--- src/rtl/mps_div.sv ---
// restoring divider for the centroid, one quotient bit per cycle
module mps_div (
    input  logic        aclk,
    input  logic        aresetn,
    input  logic        start,
    input  logic [21:0] dividend,
    input  logic [6:0]  divisor,
    output logic        busy,
    output logic [15:0] quotient
);
    logic [21:0] q_reg, q_next;
    logic [7:0]  r_reg, r_next;
    logic [4:0]  cnt_reg, cnt_next;
    logic        busy_reg, busy_next;
    logic [7:0]  trial;

    assign trial = {r_reg[6:0], q_reg[21]};

    always_comb begin
        q_next    = q_reg;
        r_next    = r_reg;
        cnt_next  = cnt_reg;
        busy_next = busy_reg;
        if (start) begin
            q_next    = dividend;
            r_next    = 8'd0;
            cnt_next  = 5'd22;
            busy_next = 1'b1;
        end else if (busy_reg) begin
            if (trial >= {1'b0, divisor}) begin
                r_next = trial - {1'b0, divisor};
                q_next = {q_reg[20:0], 1'b1};
            end else begin
                r_next = trial;
                q_next = {q_reg[20:0], 1'b0};
            end
            cnt_next  = cnt_reg - 5'd1;
            busy_next = (cnt_reg != 5'd1);
        end
    end

    always_ff @(posedge aclk) begin
        if (!aresetn) begin
            busy_reg <= 1'b0;
            cnt_reg  <= 5'd0;
        end else begin
            busy_reg <= busy_next;
            cnt_reg  <= cnt_next;
        end
        q_reg <= q_next;
        r_reg <= r_next;
    end

    assign busy     = busy_reg;
    assign quotient = q_reg[15:0];
endmodule

--- config.mk ---
export PLATFORM = sky130hd
export DESIGN_NAME = mps_div
export DESIGN_NICKNAME = d
export VERILOG_FILES = /design/src/rtl/mps_div.sv
export SDC_FILE = /design/constraint.sdc
export NUM_CORES = 1
export LEC_CHECK = 0
export BUFFER_PORTS_ARGS = -buffer_cell sky130_fd_sc_hd__clkbuf_2
export CAP_MARGIN = 40
export CORE_UTILIZATION = 48
export CTS_CLUSTER_SIZE = 40
export DETAILED_ROUTE_END_ITERATION = 10
export PLACE_DENSITY = 0.8
export RECOVER_POWER = 50
export SLEW_MARGIN = 25
export SYNTH_ARGS = -nofsm -noshare
export SYNTH_HDL_FRONTEND = slang
export SYNTH_SLANG_ARGS = --single-unit
--- constraint.sdc ---
create_clock -name aclk -period 2 [get_ports aclk]
set_input_delay 0.1 -clock aclk [delete_from_list [all_inputs] [get_ports aclk]]
set_output_delay 0.1 -clock aclk [all_outputs]
set_load 0.05 [all_outputs]
# == After elaboration in Yosys (flattened, before gate mapping) ==
# Index checks and enable logic that the tools add are counted.
# op_classes
add_sub_neg,2
magnitude_cmp,1
n_eq_ne,1
n_mux,8
bitwise,1
n_reduce_logical,2
# ops
cell,count
22-bit 2-to-1 mux,2
5-bit 2-to-1 mux,2
8-bit by 7-bit greater-or-equal comparator with 1-bit output,1
7-bit 2-to-1 mux,1
7-bit subtractor,1
"5-bit by 1-bit != test with 1-bit output, second input constant",1
"5-bit by 1-bit subtractor with 5-bit output, second input constant",1
1-bit 2-to-1 mux,3
2-bit nonzero test,1
2-bit OR reduction,1
1-bit NOT,1
# totals
register_bits,35
inputBits,32
word_cells,20

# == Depth between registers and ports, before layout ==
# Gate-level depths: netlist of the first run.
# logic_depth
ltp_word,4
mapped_depth,9
ltp_nobuf,8

# == Worst setup path before layout of the first run ==
# OpenSTA, ideal clock, no wires.
# synth_timing
path_type,register to register
startpoint,register q_reg[21]
endpoint,register r_reg[0]
arrival_time_ps,1925
path_slack_ps,-31
path_stages_with_launch,9
n_path_buf,0
path_cell_list,edfxtp_1 inv_1 ha_1 fa_1 nand2b_2 a211oi_2 nor3_2 or4b_1 o311ai_0
# synth_between
elab_chain_cells,2
word_cells_on_any_way,3
classes_between,add/sub: 1; order compare: 1; mux: 1
# synth_lines
item,line_no,source
start: declaration,11,"logic [21:0] q_reg, q_next;"
start signal: assignment,50,q_reg <= q_next;
7-bit subtractor / 8-bit by 7-bit greater-or-equal comparator with 1-bit output (equally long branches),"31, 30",
7-bit 2-to-1 mux (*),30,"if (trial >= {1'b0, divisor}) begin"
end signal: assignment,51,r_reg <= r_next;
end: declaration,12,"logic [7:0] r_reg, r_next;"
# Mark *: on every way between the ends. The rest lies on a longest branch, timed or not.
# A chain may end at the register's enable or synchronous reset.

# == Worst setup path in the final report of the first run ==
# layout_timing
startpoint,register q_reg[21]
endpoint,register r_reg[1]
# Same word-level chain as after synthesis.

==> results of run 1 <==
-- metrics by stage --
stage / TNS (ps) / worst slack (ps) / hold WS (ps)
after floorplan: 0 / 25.5 / 217
after detailed placement: -1020 / -159 / 389
after global routing: -1080 / -237 / 96.2
final: -418 / -165 / 93.1
after CTS: -333 / -114 / 81.1
after global placement: -575 / -102 / 380
-- power groups by stage --
stage          Clock (mW)  Sequential, mW  Combinational [mW]
6_report            0.521           0.898               0.621
5_1_grt             0.562           0.907               0.671
4_1_cts             0.530           0.898               0.592
3_5_place_dp            0           0.913               0.559
3_3_place_gp            0           0.909               0.548
2_1_floorplan           0           0.903               0.462
-- repair_timing --
action / 4_1_cts / 5_1_grt
pin swaps: 4 / 3
buffers inserted: 2 / 2
endpoints found under the setup margin: 8 / 7
gates resized for setup: 2 / 10
hold buffers: 0 / 0
-- final timing paths --
check	start	to	cells past startpoint
max reg2reg	q_reg[21]	r_reg[1]	8
min	aresetn	cnt_reg[4]	2
min reg2reg	r_reg[2]	r_reg[2]	2
max	q_reg[21]	r_reg[1]	8
-- logic make-up (layout without fill, tap and decap cells) --
logic type / Yosys count / count (layout) / share of synthesized area
buf+inv: 36 / 85 / 0.101
compound gates: 24 / 24 / 0.0896
fa+ha+maj: 10 / 10 / 0.0650
simple gates: 43 / 43 / 0.123
mux: 26 / 26 / 0.140
flops: 35 / 35 / 0.452
xor+xnor: 7 / 7 / 0.0301
-- cell type report --
cell class	instances	area (µm²)	share of cell area
multi-input combinational	110	980	0.398
sequential	35	921	0.375
timing repair buffer	64	357	0.145
clock buffer	7	86.3	0.0351
tap	50	62.6	0.0254
inverter	13	48.8	0.0198
clock inverter	1	3.75	0.00153
-- placed cells by master (no fill, tap or decap), types with 3 or more instances in the layout --
cell | synthesis | final
clkbuf_1 | 1 | 17
buf_4 | 16 | 14
a21oi_1 | 6 | 5
nor2_1 | 14 | 14
a211oi_1 | 4 | 4
inv_1 | 13 | 13
xor2_1 | 3 | 3
nand2_1 | 6 | 6
mux2i_1 | 5 | 5
edfxtp_1 | 22 | 22
clkbuf_2 | 0 | 32
mux2_2 | 21 | 21
ha_1 | 9 | 8
xnor2_1 | 4 | 4
dfxtp_1 | 13 | 13
clkbuf_8 | 0 | 6
nor3_1 | 3 | 3
o21a_1 | 3 | 3
-- metal layers --
metal / wire [µm] / global-route usage
met1: 1750 / 0.242
met2: 2040 / 0.286
met3: 162 / 0.0439
met4: 47 / 0.0957
met5: 0 / 0
==> impl_metrics.tcl, run 1 <==
set metrics [dict create \
    power_switching_uw 651 \
    drtAntennaViolNets 0 \
    synth_seq_cells 35 \
    crit_slowest_cell "or4b_4" \
    synth_nets 223 \
    hold_class "in -> reg" \
    placedCellCount 268 \
    n_fill_cell 339 \
    grt_setup_unrepaired "yes" \
    swShare 0.319 \
    die_area_mm2 0.00451 \
    drv_slew 0 \
    row_count 23 \
    grt_max_degree 23 \
    yosysTopAreaCell "edfxtp_1" \
    violations "negative setup slack" \
    drt_iter0_drc 85 \
    cp_top_family "simple AND/OR/NAND/NOR gates" \
    wl_per_cell_um 14.3 \
    diodes 0 \
    synth_top_area_share 0.324 \
    clk_path_buf_depth 2 \
    synth_common_cells "22 x edfxtp_1, 21 x mux2_2, 16 x buf_4" \
    p_leak_nw 1.02 \
    finalPower_mw 2.04 \
    nets 271 \
    grt_pass1_vias 1339 \
    cap_violations 0 \
    seq_area_frac_synth 0.452 \
    crit_arrival_ps 2370 \
    end_kind "register" \
    place_hpwl_um 2700 \
    fin_util 0.610 \
    drt-pass1-iter-count 4 \
    stdcell_area_mm2 0.00246 \
    clockPowerShare 0.255 \
    die_x_um 67.2 \
    drc 0 \
    skew_ps 6.40 \
    power.density_mw_per_mm2 830 \
    cts_sinks 35 \
    avgViaCountPerCell 5.31 \
    drt_wl_total_um 4010 \
    antenna_found_initial 0 \
    startpoint_type "register" \
    intPower_mw 1.39 \
    status "complete, but fails checks" \
    clock.fmax_mhz 462 \
    placed_area_mm2 0.00228 \
    gp_congestion 0.807 \
    core_area_mm2 0.00403 \
    synthFlopType "edfxtp_1" \
    grt_pass1_wl_um 6050 \
    worstPathCellList "inv_1, ha_2, fa_2, nand2b_4, a211oi_4, nor3_4, or4b_4, o311ai_4" \
    worstPathMaxFanout 5 \
    drive_above_1_share 0.400 \
    synth.avg_cell_area_um2 11.3 \
    combPwrFrac 0.304 \
    clk_root_buffer_cell "clkbuf_8" \
    ys_async_sr_fraction 0 \
    htreeDepth 2 \
    cts_tree "yes" \
    largest_reg_flops 22 \
    finalCriticalPeriod_ps 2160 \
    ios 49 \
    vdd_ir_drop_max_mv 0.519 \
    rrSetupSlack_ps -160 \
    setup_viol 5 \
    synth_cells 181 \
    die_h_um 67.2 \
    worstMarginPinSlew_ps 611 \
    seqPwrFrac 0.440 \
    grt_use_total 0.186 \
    start_util 0.506 \
    netlist_area_mm2 0.00204 \
    fin_crit_sh 1.08 \
    synthTopCellsByArea "edfxtp_1 32%, dfxtp_1 13%, mux2_2 12%" \
    max_stage_delay_ps 520 \
    cp_num_buf_inv 1 \
    grt-ovfl-total 0 \
    area_growth_syn_to_layout_pct 20.6 \
    yosysMostFrequentCell "edfxtp_1" \
    hold_violations 0 \
    synth-edff-count 22 \
    cts_inserted_buffers 5 \
    timing.slew.headroom 0.594 \
    instances_no_fill 280 \
    cp_data_required_time_ps 2200 \
    clk_latency_ps 290 \
    vias 1488 \
    crit_type "reg -> reg" \
    yosysWarnings 0 \
    setup_ws_ps -165 \
    portBuffers 48 \
    path_clk_slew_ps 70 \
    ys_types 43 \
]
Note: power is estimated with default switching activity, not from simulation.
==> inputs of run 2 (changes only) <==
Settings changed: CELL_PAD_IN_SITES_DETAIL_PLACEMENT from default to 0, CELL_PAD_IN_SITES_GLOBAL_PLACEMENT from default to 1, CORE_UTILIZATION 48 to 37, PLACE_DENSITY 0.8 to 0.79.
==> run 2 against run 1 <==
  * The run still ends with negative setup slack left
  * Cell area rose by 1.1%
  * Die area increased by 29%
  * First-iteration DRC count down 40%
  * Flip-flop and latch count is the same
  * Register-to-register slack better by 40 ps
  * Largest cell class unchanged
  * Highest routed layer unchanged
==> impl_metrics.tcl, run 2 (same netlist as run 1, synthesis figures left out) <==
set metrics [dict create \
    worst-r2r-cell-count 8 \
    cap_violations 0 \
    startpoint_type "register" \
    grt_pass1_wl_um 6490 \
    setup_ws_ps -127 \
    drtAntennaViolNets 0 \
    r2r_end "r_reg[0]" \
    path_clk_slew_ps 70 \
    cts_inserted_buffers 5 \
    grt_setup_unrepaired "yes" \
    hold_violations 0 \
    layout_commonest_cell "clkbuf_2" \
    hold_end "cnt_reg[2]" \
    portBuffers 48 \
    finalCriticalPeriod_ps 2130 \
    die_x_um 76.2 \
    vias 1458 \
    cts_tree "yes" \
    intPower_mw 1.36 \
    grt_use_total 0.138 \
    cp_data_required_time_ps 2190 \
    holdBufCountCts 0 \
    cts_sinks 35 \
    clock.fmax_mhz 470 \
    min_path_cells 2 \
    stdcell_area_mm2 0.00248 \
    core_area_mm2 0.00520 \
    combPwrFrac 0.314 \
    skew_ps 6.47 \
    crit_type "reg -> reg" \
    antenna_found_initial 0 \
    die_h_um 76.2 \
    status "complete, but fails checks" \
    grt-ovfl-total 0 \
    gp_congestion 0.750 \
    p_leak_nw 1.04 \
    vdd_ir_drop_max_mv 0.407 \
    clk_path_buf_depth 2 \
    wl_per_cell_um 12.7 \
    power_switching_uw 637 \
    worstPathMaxFanout 6 \
    largest_reg_flops 22 \
    instances_no_fill 306 \
    nets 277 \
    hold_class "in -> reg" \
    drv_slew 0 \
    drive_above_1_share 0.415 \
    power.density_mw_per_mm2 804 \
    rrSetupSlack_ps -130 \
    ios 49 \
    diodes 0 \
    row_count 26 \
    die_area_mm2 0.00581 \
    clk_root_buffer_cell "clkbuf_8" \
    seqPwrFrac 0.449 \
    timing.slew.headroom 0.459 \
    clockPowerShare 0.237 \
    end_kind "register" \
    placedCellCount 292 \
    avgViaCountPerCell 4.76 \
    grt_max_degree 23 \
    drt-pass1-iter-count 4 \
    placed_area_mm2 0.00234 \
    grt_pass1_vias 1438 \
    clk_latency_ps 280 \
    drc 0 \
    start_util 0.392 \
    crit_arrival_ps 2310 \
    area_growth_syn_to_layout_pct 21.8 \
    place_hpwl_um 2810 \
    swShare 0.319 \
    fin_crit_sh 1.06 \
    drt_wl_total_um 3880 \
    fin_util 0.477 \
    setup_viol 5 \
    drt_iter0_drc 51 \
    layout_common_cells "35 x clkbuf_2, 22 x edfxtp_1, 21 x mux2_2" \
    holdCritStartpoint "aresetn" \
    worstMarginPinSlew_ps 811 \
    htreeDepth 2 \
    violations "negative setup slack" \
    r2r_start "q_reg[21]" \
]
run 2: layout make-up:
cell class	count	area, µm²
Clock inverter	2	8.76
Multi-Input combinational cell	110	957
Inverter	13	48.8
Clock buffer	6	72.6
Timing Repair Buffer	70	389
Sequential cell	35	921
Fill cell	499	2720
Tap cell	70	87.6
run 2: per-layer routing:
metal  wire [µm]  part of all wire  up-vias  global-route usage
met4          48             0.012        0              0.0519
met2        1820              0.47       26               0.220
met1        1930              0.50      688               0.189
met3          84             0.022        5              0.0216
li1            -                 -      739                   -
met5           0                 0        -                   0
run 2: how the worst max path moves through the flow:
stage                     endpoint      start  cells past startpoint
after detailed placement  r_reg[0]  q_reg[21]                      8
after global routing      r_reg[0]  q_reg[21]                      8
final                     r_reg[0]  q_reg[21]                      8
after CTS                 r_reg[5]  q_reg[21]                      9
after global placement    r_reg[0]  q_reg[21]                      8
after floorplan           r_reg[0]  q_reg[21]                      8
run 2: power groups by stage:
stage | clock (mW) | combinational, mW | sequential, mW
after global routing | 0.518 | 0.681 | 0.907
after floorplan | 0 | 0.462 | 0.903
after CTS | 0.488 | 0.600 | 0.897
after global placement | 0 | 0.567 | 0.912
after detailed placement | 0 | 0.573 | 0.912
final | 0.473 | 0.628 | 0.897
run 2: timing repair:
| item | 4_1_cts | 5_1_grt |
|---|---|---|
| setup buffers | 3 | 3 |
| resized for setup | 4 | 5 |
| pin swaps | 3 | 5 |
| setup endpoints to repair | 8 | 6 |
run 2: critical path, stage by stage, from the launching register on:
cell,delay [ps]
edfxtp_1,350
inv_1,50
ha_2,170
fa_2,340
nand2b_4,170
a211oi_4,280
nor3_4,90
or4b_4,490
o311ai_2,100
run 2: stage by stage:
stage | hold slack (ps) | setup TNS (ps) | total power, mW | setup slack (ps)
after floorplan | 217 | 0 | 1.37 | 25.5
after global placement | 382 | -582 | 1.48 | -121
after detailed placement | 392 | -876 | 1.49 | -191
after CTS | 91.3 | -306 | 1.99 | -95.9
after global routing | 111 | -1080 | 2.11 | -204
final | 95.8 | -388 | 2.00 | -127
