File: config.mk
export PLATFORM = sky130hd
export DESIGN_NAME = mps_cell
export DESIGN_NICKNAME = d
export VERILOG_FILES = /design/src/rtl/mps_pkg.sv /design/src/rtl/mps_cell.sv
export SDC_FILE = /design/constraint.sdc
export NUM_CORES = 1
export LEC_CHECK = 0
export BUFFER_PORTS_ARGS = -buffer_cell sky130_fd_sc_hd__buf_2
export CAP_MARGIN = 20
export CORE_AREA = 2 2 179 181
export DETAILED_ROUTE_END_ITERATION = 8
export DIE_AREA = 0 0 181 183
export GPL_TIMING_DRIVEN = 1
export PLACE_DENSITY = 0.56
export SYNTH_ARGS = -nofsm -noshare
export SYNTH_HDL_FRONTEND = slang
export SYNTH_SLANG_ARGS = --single-unit
File: constraint.sdc
create_clock -name aclk -period 16.8 [get_ports aclk]
set_input_delay 4.2 -clock aclk [delete_from_list [all_inputs] [get_ports aclk]]
set_output_delay 4.2 -clock aclk [all_outputs]
set_load 0.02 [all_outputs]
File: src/rtl/mps_pkg.sv
// shared types and constants of the minutia point sorter
package mps_pkg;

    localparam int MaxPoints = 64;

    localparam logic [2:0] KEY_XY      = 3'd0;
    localparam logic [2:0] KEY_YX      = 3'd1;
    localparam logic [2:0] KEY_QUALITY = 3'd2;
    localparam logic [2:0] KEY_ANGLE   = 3'd3;
    localparam logic [2:0] KEY_POLAR   = 3'd4;

    localparam logic CFG_SORT_KEY   = 1'b0;
    localparam logic CFG_DESCENDING = 1'b1;

    // one stored point with its ordering key
    typedef struct packed {
        logic [48:0] key;
        logic [15:0] x;
        logic [15:0] y;
        logic [15:0] angle;
        logic [7:0]  quality;
        logic [5:0]  idx;
    } rec_t;

    // control handed to every cell
    typedef struct packed {
        logic load;
        logic shift;
        logic desc;
    } cell_ctl_t;

endpackage

File: src/rtl/mps_cell.sv
// one cell of the insertion chain: keeps a record, pushes the one that sorts later down
module mps_cell (
    input  logic              aclk,
    input  logic              aresetn,
    input  mps_pkg::cell_ctl_t ctl,
    input  logic              prev_valid,
    input  mps_pkg::rec_t     prev_rec,
    input  logic              prev_takes,
    input  mps_pkg::rec_t     new_rec,
    input  logic              next_valid,
    input  mps_pkg::rec_t     next_rec,
    output logic              valid,
    output logic              takes,
    output mps_pkg::rec_t     rec
);
    logic          valid_reg, valid_next;
    mps_pkg::rec_t rec_reg, rec_next;
    logic          beats;

    // new record goes before held one only on strict key order (keeps stability)
    assign beats = ctl.desc ? (new_rec.key > rec_reg.key) : (new_rec.key < rec_reg.key);
    assign takes = !valid_reg || beats;

    // insert, shift from predecessor, or drain toward the head
    always_comb begin
        valid_next = valid_reg;
        rec_next   = rec_reg;
        if (ctl.load) begin
            if (prev_takes) begin
                valid_next = prev_valid;
                rec_next   = prev_rec;
            end else if (takes) begin
                valid_next = 1'b1;
                rec_next   = new_rec;
            end
        end else if (ctl.shift) begin
            valid_next = next_valid;
            rec_next   = next_rec;
        end
    end

    always_ff @(posedge aclk) begin
        if (!aresetn) begin
            valid_reg <= 1'b0;
        end else begin
            valid_reg <= valid_next;
        end
        rec_reg <= rec_next;
    end

    assign valid = valid_reg;
    assign rec   = rec_reg;
endmodule

Yosys cells after proc, flatten, opt, wreduce, memory -nomap -nowiden
Index checks and enable logic that the tools add are counted.
{ "word_totals": {"elab_cells": 23, "in_bits": 341, "register_bits": 112, "out_inout_bits": 113} }
{ "op_classes": {"reduce_logical": 4, "muxes": 9, "order_cmp": 2, "eq_ne": 1} }
{ "op_table": {"columns": ["cell", "count"], "rows": [
  ["two-way mux 111 bit", 4],
  ["> comparator 49 bit", 1],
  ["less-than comparator 49 bit", 1],
  ["two-way mux 1 bit", 5],
  ["inequality test 3 x 1 -> 1 bit, second input constant", 1],
  ["AND reduction 2 bit", 1],
  ["nonzero test 2 bit", 1],
  ["zero test 1 bit", 1],
  ["logical OR 1 bit", 1]
]} }

Logic depth before layout (Yosys ltp)
Gate-level depths: netlist of run 1.
{ "logic_depth": {"ltp_word": 6, "ltp_mapped": 9, "ltp_nobuf": 9} }

Worst setup path before layout of run 1
OpenSTA, ideal clock, no wires.
{ "synth_timing": {"path_type": "input port to flip-flop", "start": "in new_rec[69] (netlist name)", "end": "reg rec_reg, in the netlist rec[0], enable pin", "path_stages": 8, "path_slack_ns": 2.143, "arrival_time_ns": 13.912, "cell_sequence": "ha_1 -> and4_1 -> nor4bb_1 -> a221o_1 -> a211o_1 -> a211oi_2 -> nor3_1 -> a211oi_1"} }
{ "synth_between": {"elab_chain_cells": 5} }
{ "synth_rtl": {"columns": ["item", "line", "source"], "rows": [
  ["start: declaration", "mps_cell.sv:9", "input mps_pkg::rec_t new_rec,"],
  ["less-than comparator 49 bit / > comparator 49 bit (equally long branches)", "mps_cell.sv:21", "assign beats = ctl.desc ? (new_rec.key > rec_reg.key) : (new_rec.key < rec_reg.key);"],
  ["two-way mux 1 bit *", "mps_cell.sv:21", null],
  ["logical OR 1 bit *", "mps_cell.sv:22", "assign takes = !valid_reg || beats;"],
  ["inequality test 3 x 1 -> 1 bit (no source line) *", null, null],
  ["AND reduction 2 bit (no source line) *", null, null],
  ["end signal: assignment", "mps_cell.sv:48", "rec_reg <= rec_next;"],
  ["end: declaration", "mps_cell.sv:17", "mps_pkg::rec_t rec_reg, rec_next;"]
]} }
Every way passes the cells marked *; elsewhere a longest branch is shown, timed or not.
A chain may end at the register's enable or synchronous reset.

Worst setup path after layout of run 1
{ "layout_timing": {"start": "in new_rec[105] (netlist name)", "end": "out takes"} }
{ "layout_between": {"elab_chain_cells": 3} }
{ "layout_rtl": {"columns": ["item", "line", "source"], "rows": [
  ["less-than comparator 49 bit / > comparator 49 bit (equally long branches)", "mps_cell.sv:21", null],
  ["two-way mux 1 bit *", "mps_cell.sv:21", null],
  ["logical OR 1 bit *", "mps_cell.sv:22", null],
  ["end: declaration", "mps_cell.sv:13", "output logic takes,"]
]} }
Marked as above.

==> metrics, run 1 <==
fmax=93.18 MHz; starting density of the core=0.2204; Max IR drop VDD=approximately 0.000042 V; Rows=65; overflow left after global routing=0; DRT iter0 DRCs=243; largest net degree at the start of global routing=91; post-place instance area=about 0.0096 mm²; critical path start-end classification=input pin to output port; die area=0.03312 mm²; Layout Nets=~1500; Max Cap Viol=0; setup TNS=0 ns; first-pass GRT wire length=37980 µm; status=finished clean; CP Launch Type=input pin; hold wc startpoint=valid; Final period util=0.6388; max reg flops=111; crit path launch=new_rec[105]; Yosys cell types=29; Hold-fix buffers, CTS=0; CP Capture Type=output port; CTS buffer count=9; Post-Syn Instances=665; worst slew pin tran=0.9657 ns; static leakage=0.004933 µW; FF+latch count, synth=roughly 110; GRT Total Usage=0.1514; Slew Viols, Final=0; Mapped Area=0.006882 mm²; clk root buf=clkbuf_16; Final setup viols=0; unrepaired setup endpoints after global routing=no; GPL Wtd Cong=0.8786; Post-CTS Resized=0; DR pass1 iterations=4; Post-Layout Inst Area=0.009873 mm²; CTS tree=yes; worst-path fanout max=3; clk_lat worst skew=0.36 ns; Final Hold Viols=0; I/O Buffers=around 450; Mean Syn Cell Area=10.35 µm²; die width=181 µm; Reg-to-Reg Start=rec[69]; CTS Buffer Depth=2; post-CTS setup buffer count=0; WHS=between 0.7 and 0.8 ns; Worst EP required=12.60 ns; Syn Nets=1055; worst hold path type=register to register; Die Ht=between 150 and 200 µm; setup clock skew after layout=0.01522 ns; initial antenna violation count=6; DP Wirelength=approximately 22000 µm; Sink Count=112; Yosys warnings=0; final wirelength=around 26000 µm; clock-pin transition on the worst setup and hold timing paths=around 0.070 ns; Routed WL per cell=17.11 µm; fin crit period=roughly 11 ns; sequential area share after synthesis=0.4873; drc violations=0; ratio of cells with drive above 1 in the final layout=0.4343; vias in the first global route=approximately 6500; Routed Antenna Nets=0; P&R area growth vs syn=43.47%; core area=0.03123 mm²; Rel. slew slack=0.3562; filler instances=about 3300; via count=between 6000 and 7000; IO Count=454; most common cell after layout, fill and taps aside=buf_2; H-Tree Depth=3; most frequent cells in the layout=buf_2 (451), a21oi_1 (128), nor2_1 (116), mux2i_1 (112), edfxtp_1 (111); P per Cell Area=79.63 mW/mm²; CP Data Arrival Time=roughly 6.5 ns; DR vias/cell=between 4 and 5
[critical path, cell delays in order]
cell	delay, ns
buf_2	0.11
ha_1	0.31
nand4_1	0.17
nor4_1	0.65
nand2_1	0.12
nor3_1	0.36
a211oi_2	0.19
mux2i_1	0.19
nand2_1	0.07
buf_2	0.17
[Yosys cell counts]
| master | n | area (µm²) |
|---|---|---|
| nand3_1 | 7 | 35.03 |
| a221o_1 | 3 | 30.03 |
| mux2_2 | 1 | 11.26 |
| a31oi_1 | 1 | 6.260 |
| nand2_1 | 12 | 45.04 |
| buf_1 | 9 | 33.78 |
| edfxtp_1 | 111 | 3333 |
| mux2i_1 | 112 | 1121 |
| a211oi_1 | 2 | 15.01 |
| a21oi_1 | 128 | 640.6 |
| nand4_1 | 9 | 56.30 |
| clkbuf_1 | 23 | 86.33 |
| o21ai_0 | 5 | 25.02 |
| buf_2 | 6 | 30.03 |
| a221oi_1 | 2 | 17.52 |
| nor3_1 | 3 | 15.01 |
| nor4_1 | 1 | 6.260 |
| o31a_1 | 1 | 8.760 |
| a21o_1 | 5 | 37.54 |
| a211o_1 | 1 | 8.760 |
| nor2_1 | 116 | 435.4 |
| and4_1 | 2 | 17.52 |
| inv_1 | 51 | 191.4 |
| a211oi_2 | 1 | 12.51 |
| nor4bb_1 | 1 | 10.01 |
| ha_1 | 49 | 613.1 |
| o221a_2 | 1 | 11.26 |
| nand3b_1 | 1 | 7.510 |
| dfxtp_1 | 1 | 20.02 |
[per-stage QoR]
stage	setup slack, ns	util	power, µW	std cells
5_1_grt	5.898	0.3161	833.4	1506
4_1_cts	5.991	0.3161	802.5	1505
6_report	6.069	0.3161	786.2	1506
2_1_floorplan	2.143	-	480.4	665
3_3_place_gp	6.102	0.3067	576.7	1489
3_5_place_dp	6.013	0.3067	579.3	1489
[where the power goes]
group	internal (µW)	total [µW]	switching [µW]	leakage [µW]
Combinational	88.0	217	129	0.00368
Clock	105	217	112	0.000142
Sequential	342	352	10.5	0.00111
[routing by layer]
metal	vias up	wire length (µm)	GRT usage
li1	3284	-	-
met1	2922	10660	0.1795
met2	310	12610	0.2666
met3	26	2005	0.04488
met4	6	444	0.04163
met5	-	37	0
[final cells by class]
type	instances	area (µm²)	share of cell area
repair buffers	460	2332	0.2362
flip-flops and latches	112	3353	0.3396
well taps	402	503.0	0.05094
multi-input cells	464	3199	0.3240
clock buffers	10	229.0	0.02319
inverters	51	191.4	0.01939
diodes	1	2.502	0.0002535
clock inverters	6	62.56	0.006336
[logic make-up (layout without fill, tap and decap cells)]
logic type / count (synthesis) / after routing / synth area share
compound gates: 150 / 150 / 0.1182
fa+ha+maj: 49 / 49 / 0.08909
buf+inv: 89 / 527 / 0.04964
flops: 112 / 112 / 0.4873
mux: 113 / 113 / 0.1645
other cells: 0 / 1 / 0
simple gates: 152 / 152 / 0.09127
[final timing paths]
path | endpoint | slack, ns | cells past startpoint
setup / recovery | takes | 6.07 | 10
hold / removal | valid | 0.76 | 2
setup reg to reg | rec[8] | 12.74 | 11
hold reg to reg | valid | 0.76 | 2
No activity file was read; power rests on OpenSTA's default activity.
==> run 2, diff against run 1 <==
Settings changed: ABC_AREA set to 1, CORE_AREA 2 2 179 181 to 2 2 178 180, DIE_AREA 0 0 181 183 to 0 0 180 182, PLACE_DENSITY 0.56 to 0.58.
Clock period 16.8 ns to 9.77 ns, I/O delays scaled along.
==> metrics, run 2 <==
status=finished clean (unchanged); Final Hold Viols=0 (unchanged); Post-synth ARST share=0 (unchanged); post-synth top area share=0.4756 (was 0.4844); die width=180 µm (was 181 µm); worst-path fanout max=2 (was 3); sequential cell fraction of total power=0.449 (was 0.448); final wirelength=25980 µm (was 25760 µm); core area=0.03099 mm² (was 0.03123 mm²); Simple-Gate Fraction of Synth Area=0.3494 (was 0.09127); setup clock skew after layout=0.01448 ns (was 0.01522 ns); EDFF count, synth=111 (unchanged); initial antenna violation count=1 (was 6); P&R area growth vs syn=41.40% (was 43.47%); vias in the first global route=7377 (was 6486); Synth Area in Compound Gates=0.01875 (was 0.1182); Post-CTS Resized=0 (unchanged); Rel. slew slack=0.4855 (was 0.3562); Commonest cells post-synth=nand2_1 (283), nand3_1 (226), edfxtp_1 (111), inv_1 (66), ha_1 (49) (was a21oi_1 (128), nor2_1 (116), mux2i_1 (112), edfxtp_1 (111), inv_1 (51)); DR pass1 iterations=4 (unchanged); CTS buffer count=9 (unchanged); static leakage=0.005076 µW (was 0.004933 µW); IO Count=454 (unchanged); CTS Buffer Depth=2 (unchanged); via count=7422 (was 6548); Syn Nets=1241 (was 1055); CTS tree=yes (unchanged); Largest stage delay, worst path=0.30 ns (was 0.65 ns); slowest CP cell=ha_1 (was nor4_1); die area=0.03276 mm² (was 0.03312 mm²); Net Sw Frac=0.3312 (was 0.3195); critical path's most frequent cell=nand2_1; Yosys cell types=29 (unchanged); setup TNS=0 ns (unchanged); I/O Buffers=453 (unchanged); mux contribution to synthesized area=0 (was 0.1645); Max IR drop VDD=0.00009689 V (was 0.00004239 V); post-CTS setup buffer count=0 (unchanged); first-pass GRT wire length=40080 µm (was 37980 µm); fmax=153.3 MHz; critical path's top delay family=simple AND/OR/NAND/NOR gates (unchanged); Net Switching=452.8 µW (was 251.2 µW); Clk pwr share=0.269 (was 0.276); H-Tree Depth=3 (unchanged); drc violations=0 (unchanged); GPL Wtd Cong=0.8791 (was 0.8786); crit path launch=new_rec[100] (was new_rec[105]); hold wc startpoint=valid (unchanged); post-synth top area cell=edfxtp_1 (unchanged); combinational fraction of design power=0.281 (was 0.276); CP Launch Type=input pin (unchanged); DP Wirelength=20390 µm (was 21590 µm); Post-Syn Instances=851 (was 665); Util after Layout=0.3198 (was 0.3161); area share of fa/ha/maj cells after synthesis=0.08748 (was 0.08909); DR vias/cell=4.420 (was 4.348); Final period util=0.6675; ranking of synthesized cells by area=edfxtp_1 (48%), nand3_1 (16%), nand2_1 (15%), ha_1 (8.7%), inv_1 (3.5%) (was edfxtp_1 (48%), mux2i_1 (16%), a21oi_1 (9.3%), ha_1 (8.9%), nor2_1 (6.3%)); max reg flops=111 (unchanged); P per Cell Area=138.0 mW/mm² (was 79.63 mW/mm²); most common cell after layout, fill and taps aside=buf_2 (unchanged); Die Ht=182 µm (was 183 µm); unrepaired setup endpoints after global routing=no (unchanged); fin crit period=6.522 ns; clk root buf=clkbuf_16 (unchanged); Slew Viols, Final=0 (unchanged); Layout Nets=1662 (was 1488); Max Cap Viol=0 (unchanged); critical path start-end classification=input pin to output port (unchanged); main combinational cell family by area after synthesis=simple AND/OR/NAND/NOR gates (was multiplexers); most instantiated library cell after synthesis=nand2_1 (was a21oi_1); clk_lat worst skew=0.36 ns (about the same); Routed WL per cell=15.47 µm (was 17.11 µm); Rows=65 (unchanged); Mapped Area=0.007008 mm² (was 0.006882 mm²); worst hold path type=register to register (unchanged); FF+latch count, synth=112 (unchanged); clock-pin transition on the worst setup and hold timing paths=0.08 ns (was 0.07 ns); cells along the critical path=buf_2 > ha_1 > a21oi_1 > nor2_1 > nor2_1 > nand2_1 > nand2_1 > nand2_1 > a21oi_1 > nand3_1 > nand2_1 > inv_1 > nand2_1 > buf_2 (was buf_2 > ha_1 > nand4_1 > nor4_1 > nand2_1 > nor3_1 > a211oi_2 > mux2i_1 > nand2_1 > buf_2); cell-internal power=914.3 µW (was 535.0 µW); number of antenna repair diodes=0 (was 1); overflow left after global routing=0 (unchanged); Routed Antenna Nets=0 (unchanged); Hold-fix buffers, CTS=0 (unchanged); Yosys warnings=0 (unchanged); ratio of cells with drive above 1 in the final layout=0.3884 (was 0.4343); sequential area share after synthesis=0.4785 (was 0.4873); worst slew pin tran=0.7717 ns (was 0.9657 ns); DRT iter0 DRCs=367 (was 243); Worst EP required=7.33 ns (was 12.60 ns); largest net degree at the start of global routing=66 (was 91); prevailing post-synth register cell=edfxtp_1 (unchanged); starting density of the core=0.2262 (was 0.2204); most frequent cells in the layout=buf_2 (451), nand2_1 (283), nand3_1 (226), edfxtp_1 (111), inv_1 (65) (was buf_2 (451), a21oi_1 (128), nor2_1 (116), mux2i_1 (112), edfxtp_1 (111)); XOR/XNOR Fraction of Synth Area=0 (unchanged); Sink Count=112 (unchanged); CP Capture Type=output port (unchanged); r2r setup slk=6.24 ns (was 12.74 ns); Final setup viols=0 (unchanged); Mean Syn Cell Area=8.235 µm² (was 10.35 µm²); GRT Total Usage=0.1543 (was 0.1514); critical path buffer and inverter count=3 (was 2); CP Data Arrival Time=4.08 ns (was 6.53 ns); Reg-to-Reg Start=rec[110] (was rec[69])
run 2: cell count changes after synthesis, moves of 4 or more:
cell / change
nor2_2: +4
a21oi_1: -109
inv_1: +15
nor2_1: -103
nand2_1: +271
nand4_1: -6
nand3_1: +219
clkbuf_1: +9
buf_1: -5
mux2i_1: -112
buf_2: +6
run 2: stage by stage:
step / hold slack, ns / worst slack, ns / cell area (µm²) / power [µW] / cells
global route: 0.7248 / 2.894 / 9910 / 1448 / 1679
detailed placement: 0.6716 / 3.183 / 9630 / 1016 / 1663
floorplan: 0.6809 / 3.229 / 7008 / 838.5 / 851
CTS: 0.6945 / 3.181 / 9910 / 1395 / 1679
global placement: 0.6734 / 3.197 / 9630 / 1012 / 1663
finish: 0.6837 / 3.248 / 9910 / 1367 / 1679
run 2: kinds of logic (layout without fill, tap and decap cells):
family          after synthesis  in the layout
buf+inv                     118            544
fa+ha+maj                    49             49
compound gates               25             25
simple gates                547            547
flops                       112            112
run 2: per-layer routing:
metal | track usage | wire [µm] | up-vias
met1 | 0.1856 | 10600 | 3349
met4 | 0.05431 | 688 | 2
met2 | 0.2710 | 12910 | 318
met5 | 0 | 13 | -
met3 | 0.03389 | 1763 | 35
li1 | - | - | 3718
run 2: final cells by class:
| type | instances | area (µm²) |
|---|---|---|
| fill | 3317 | 21080 |
| sequential | 112 | 3353 |
| multi-input combinational | 621 | 3196 |
| timing repair buffer | 459 | 2317 |
| tap | 402 | 503.0 |
| inverter | 69 | 261.5 |
| clock buffer | 9 | 225.2 |
| clock inverter | 7 | 53.80 |
run 2: worst paths after layout:
check | endpoint | cells after the start
worst max-delay path | takes | 14
worst min-delay path | valid | 2
worst max register to register | rec[84] | 11
worst min register to register | valid | 2
run 2: tightest hold or removal path, delay by kind of cell, from the launching register on:
| kind | cells | cell delay [ns] |
|---|---|---|
| and+or+nand+nor | 2 | 0.19 |
| DFF | 1 | 0.46 |
run 2: power groups by stage:
| stage | Combinational [µW] | Sequential (µW) | Clock [µW] |
|---|---|---|---|
| floorplan | 146 | 692 | 0 |
| CTS | 391 | 615 | 388 |
| global route | 430 | 621 | 398 |
| finish | 385 | 614 | 368 |
| global placement | 388 | 625 | 0 |
| detailed placement | 390 | 626 | 0 |
==> run 3, diff against run 2 <==
Settings changed: ABC_AREA 1 to 0, CORE_AREA 2 2 178 180 to 2 2 179 181, DIE_AREA 0 0 180 182 to 0 0 181 183, PLACE_DENSITY 0.58 to 0.56.
Clock period 9.77 ns to 6.69 ns, I/O delays scaled along.
==> metrics, run 3 (synthesis gave the netlist of run 1 again) <==
status=finished clean (unchanged); vias in the first global route=6394 (was 7377); most common cell after layout, fill and taps aside=buf_2 (unchanged); critical path start-end classification=input pin to output port (unchanged); fmax=175.7 MHz; worst hold path type=register to register (unchanged); most frequent cells in the layout=buf_2 (451), a21oi_1 (128), nor2_1 (116), mux2i_1 (112), edfxtp_1 (111) (was buf_2 (451), nand2_1 (283), nand3_1 (226), edfxtp_1 (111), inv_1 (65)); CTS buffer count=9 (unchanged); I/O Buffers=453 (unchanged); combinational fraction of design power=0.277 (was 0.281); DP Worst Slack=1.003 ns (was 3.183 ns); Routed Antenna Nets=0 (unchanged); Die Ht=183 µm (was 182 µm); Final period util=0.8509; worst-path fanout max=3 (was 2); Max Cap Viol=0 (unchanged); final wirelength=24810 µm (was 25980 µm); worst setup margin=0.9973 ns (was 3.248 ns); overflow left after global routing=0 (unchanged); GPL Wtd Cong=0.8898 (was 0.8791); number of antenna repair diodes=0 (unchanged); H-Tree Depth=3 (unchanged); DRT iter0 DRCs=219 (was 367); slowest CP cell=a211oi_2 (was ha_1); register area=0.003353 mm² (unchanged); power consumption=1981 µW (was 1367 µW); Multi-input gate area=0.003199 mm² (was 0.003196 mm²); post-place instance area=0.009629 mm² (was 0.009630 mm²); hold depth=2 (unchanged); worst slew pin tran=1.052 ns (was 0.7717 ns); Routed WL per cell=16.49 µm (was 15.47 µm); GRT Total Usage=0.1454 (was 0.1543); filler instances=3322 (was 3317); core area=0.03123 mm² (was 0.03099 mm²); static leakage=0.004955 µW (was 0.005076 µW); CTS Buffer Depth=2 (unchanged); final std cells w/o fill=1505 (was 1679); CP Launch Type=input pin (unchanged); Largest stage delay, worst path=0.41 ns (was 0.30 ns); ratio of cells with drive above 1 in the final layout=0.4343 (was 0.3884); max reg flops=111 (unchanged); r2r setup slk=3.04 ns (was 6.24 ns); Slew Viols, Final=0 (unchanged); DP Wirelength=20440 µm (was 20390 µm); DR pass1 iterations=4 (unchanged); die width=181 µm (was 180 µm); clock-pin transition on the worst setup and hold timing paths=0.08 ns (about the same); CTS tree=yes (unchanged); Rel. slew slack=0.2987 (was 0.4855); hold wc startpoint=valid (unchanged); Post-Layout Inst Area=0.009921 mm² (was 0.009910 mm²); P&R area growth vs syn=44.16% (was 41.40%); Net Sw Frac=0.3204 (was 0.3312); Final Hold Viols=0 (unchanged); die area=0.03312 mm² (was 0.03276 mm²); worst hold path endpoint=valid (unchanged); critical path's most frequent cell=buf_2 (was nand2_1); fin crit period=5.693 ns; cell-internal power=1346 µW (was 914.3 µW); Post-CTS Resized=0 (unchanged); initial antenna violation count=2 (was 1); clk root buf=clkbuf_16 (unchanged); Hold-fix buffers, CTS=0 (unchanged); setup TNS=0 ns (unchanged); Reg-to-Reg Start=rec[66] (was rec[110]); drc violations=0 (unchanged); cells along the critical path=buf_2 > ha_1 > and4_1 > nor4bb_1 > a221o_1 > a211o_1 > a211oi_2 > mux2i_1 > nand2_1 > buf_2 (was buf_2 > ha_1 > a21oi_1 > nor2_1 > nor2_1 > nand2_1 > nand2_1 > nand2_1 > a21oi_1 > nand3_1 > nand2_1 > inv_1 > nand2_1 > buf_2); P per Cell Area=199.7 mW/mm² (was 138.0 mW/mm²); clk_lat worst skew=0.36 ns (about the same); via count=6496 (was 7422); worst r2r dst=rec[29] (was rec[84]); Net Switching=634.6 µW (was 452.8 µW); Rows=65 (unchanged); DR vias/cell=4.316 (was 4.420); unrepaired setup endpoints after global routing=no (unchanged); Sink Count=112 (unchanged); CP Data Arrival Time=4.02 ns (was 4.08 ns); largest net degree at the start of global routing=109 (was 66); starting density of the core=0.2204 (was 0.2262); R2R cell count=10 (was 11); setup clock skew after layout=0.01315 ns (was 0.01448 ns); sequential cell fraction of total power=0.445 (was 0.449); CP Capture Type=output port (unchanged); Clk pwr share=0.278 (was 0.269); Worst EP required=5.02 ns (was 7.33 ns); IO Count=454 (unchanged); Layout Nets=1488 (was 1662); first-pass GRT wire length=36630 µm (was 40080 µm); Max IR drop VDD=0.0001007 V (was 0.00009689 V); Placed Cells=1489 (was 1663); post-CTS setup buffer count=0 (unchanged); Final setup viols=0 (unchanged)
==> run 3: worst max path at each step <==
stage          slack, ns   startpoint  cells past startpoint      to
3_5_place_dp        1.00  new_rec[66]                     10   takes
4_1_cts             0.98  new_rec[66]                     10   takes
3_3_place_gp        1.03  new_rec[66]                     10   takes
6_report             1.0  new_rec[66]                     10   takes
5_1_grt             0.89  new_rec[66]                     10   takes
2_1_floorplan       0.04  new_rec[69]                      8  rec[0]
==> run 3: final cells by class <==
class | count | share of cell area
Sequential cell | 112 | 0.3380
Multi-Input combinational cell | 464 | 0.3225
Timing Repair Buffer | 460 | 0.2401
Tap cell | 402 | 0.05070
Clock buffer | 10 | 0.02308
Inverter | 51 | 0.01930
Clock inverter | 6 | 0.006306
==> run 3: power by group through the flow <==
stage | Combinational, µW | Sequential [µW] | Clock (µW)
6_report | 548 | 882 | 551
5_1_grt | 604 | 891 | 606
4_1_cts | 558 | 884 | 585
3_5_place_dp | 556 | 900 | 0
3_3_place_gp | 553 | 897 | 0
2_1_floorplan | 208 | 992 | 0
==> run 3: critical path, delay by kind of cell <==
family,cells,cell delay [ns]
simple gates,3,0.50
compound gates,3,1.01
buf+inv,2,0.27
fa+ha+maj,1,0.32
mux,1,0.23
==> run 3: metal layers <==
layer	GRT usage	up-vias	wire length, µm
li1	-	3279	-
met4	0.04520	2	641
met2	0.2645	290	12530
met1	0.1684	2890	10010
met3	0.03554	35	1621
met5	0	-	12
==> run 3: per-stage QoR <==
stage,hold slack (ns),util
global placement,0.7105,0.3083
global route,0.7673,0.3177
CTS,0.7322,0.3177
detailed placement,0.7118,0.3083
floorplan,0.8349,-
finish,0.7265,0.3177
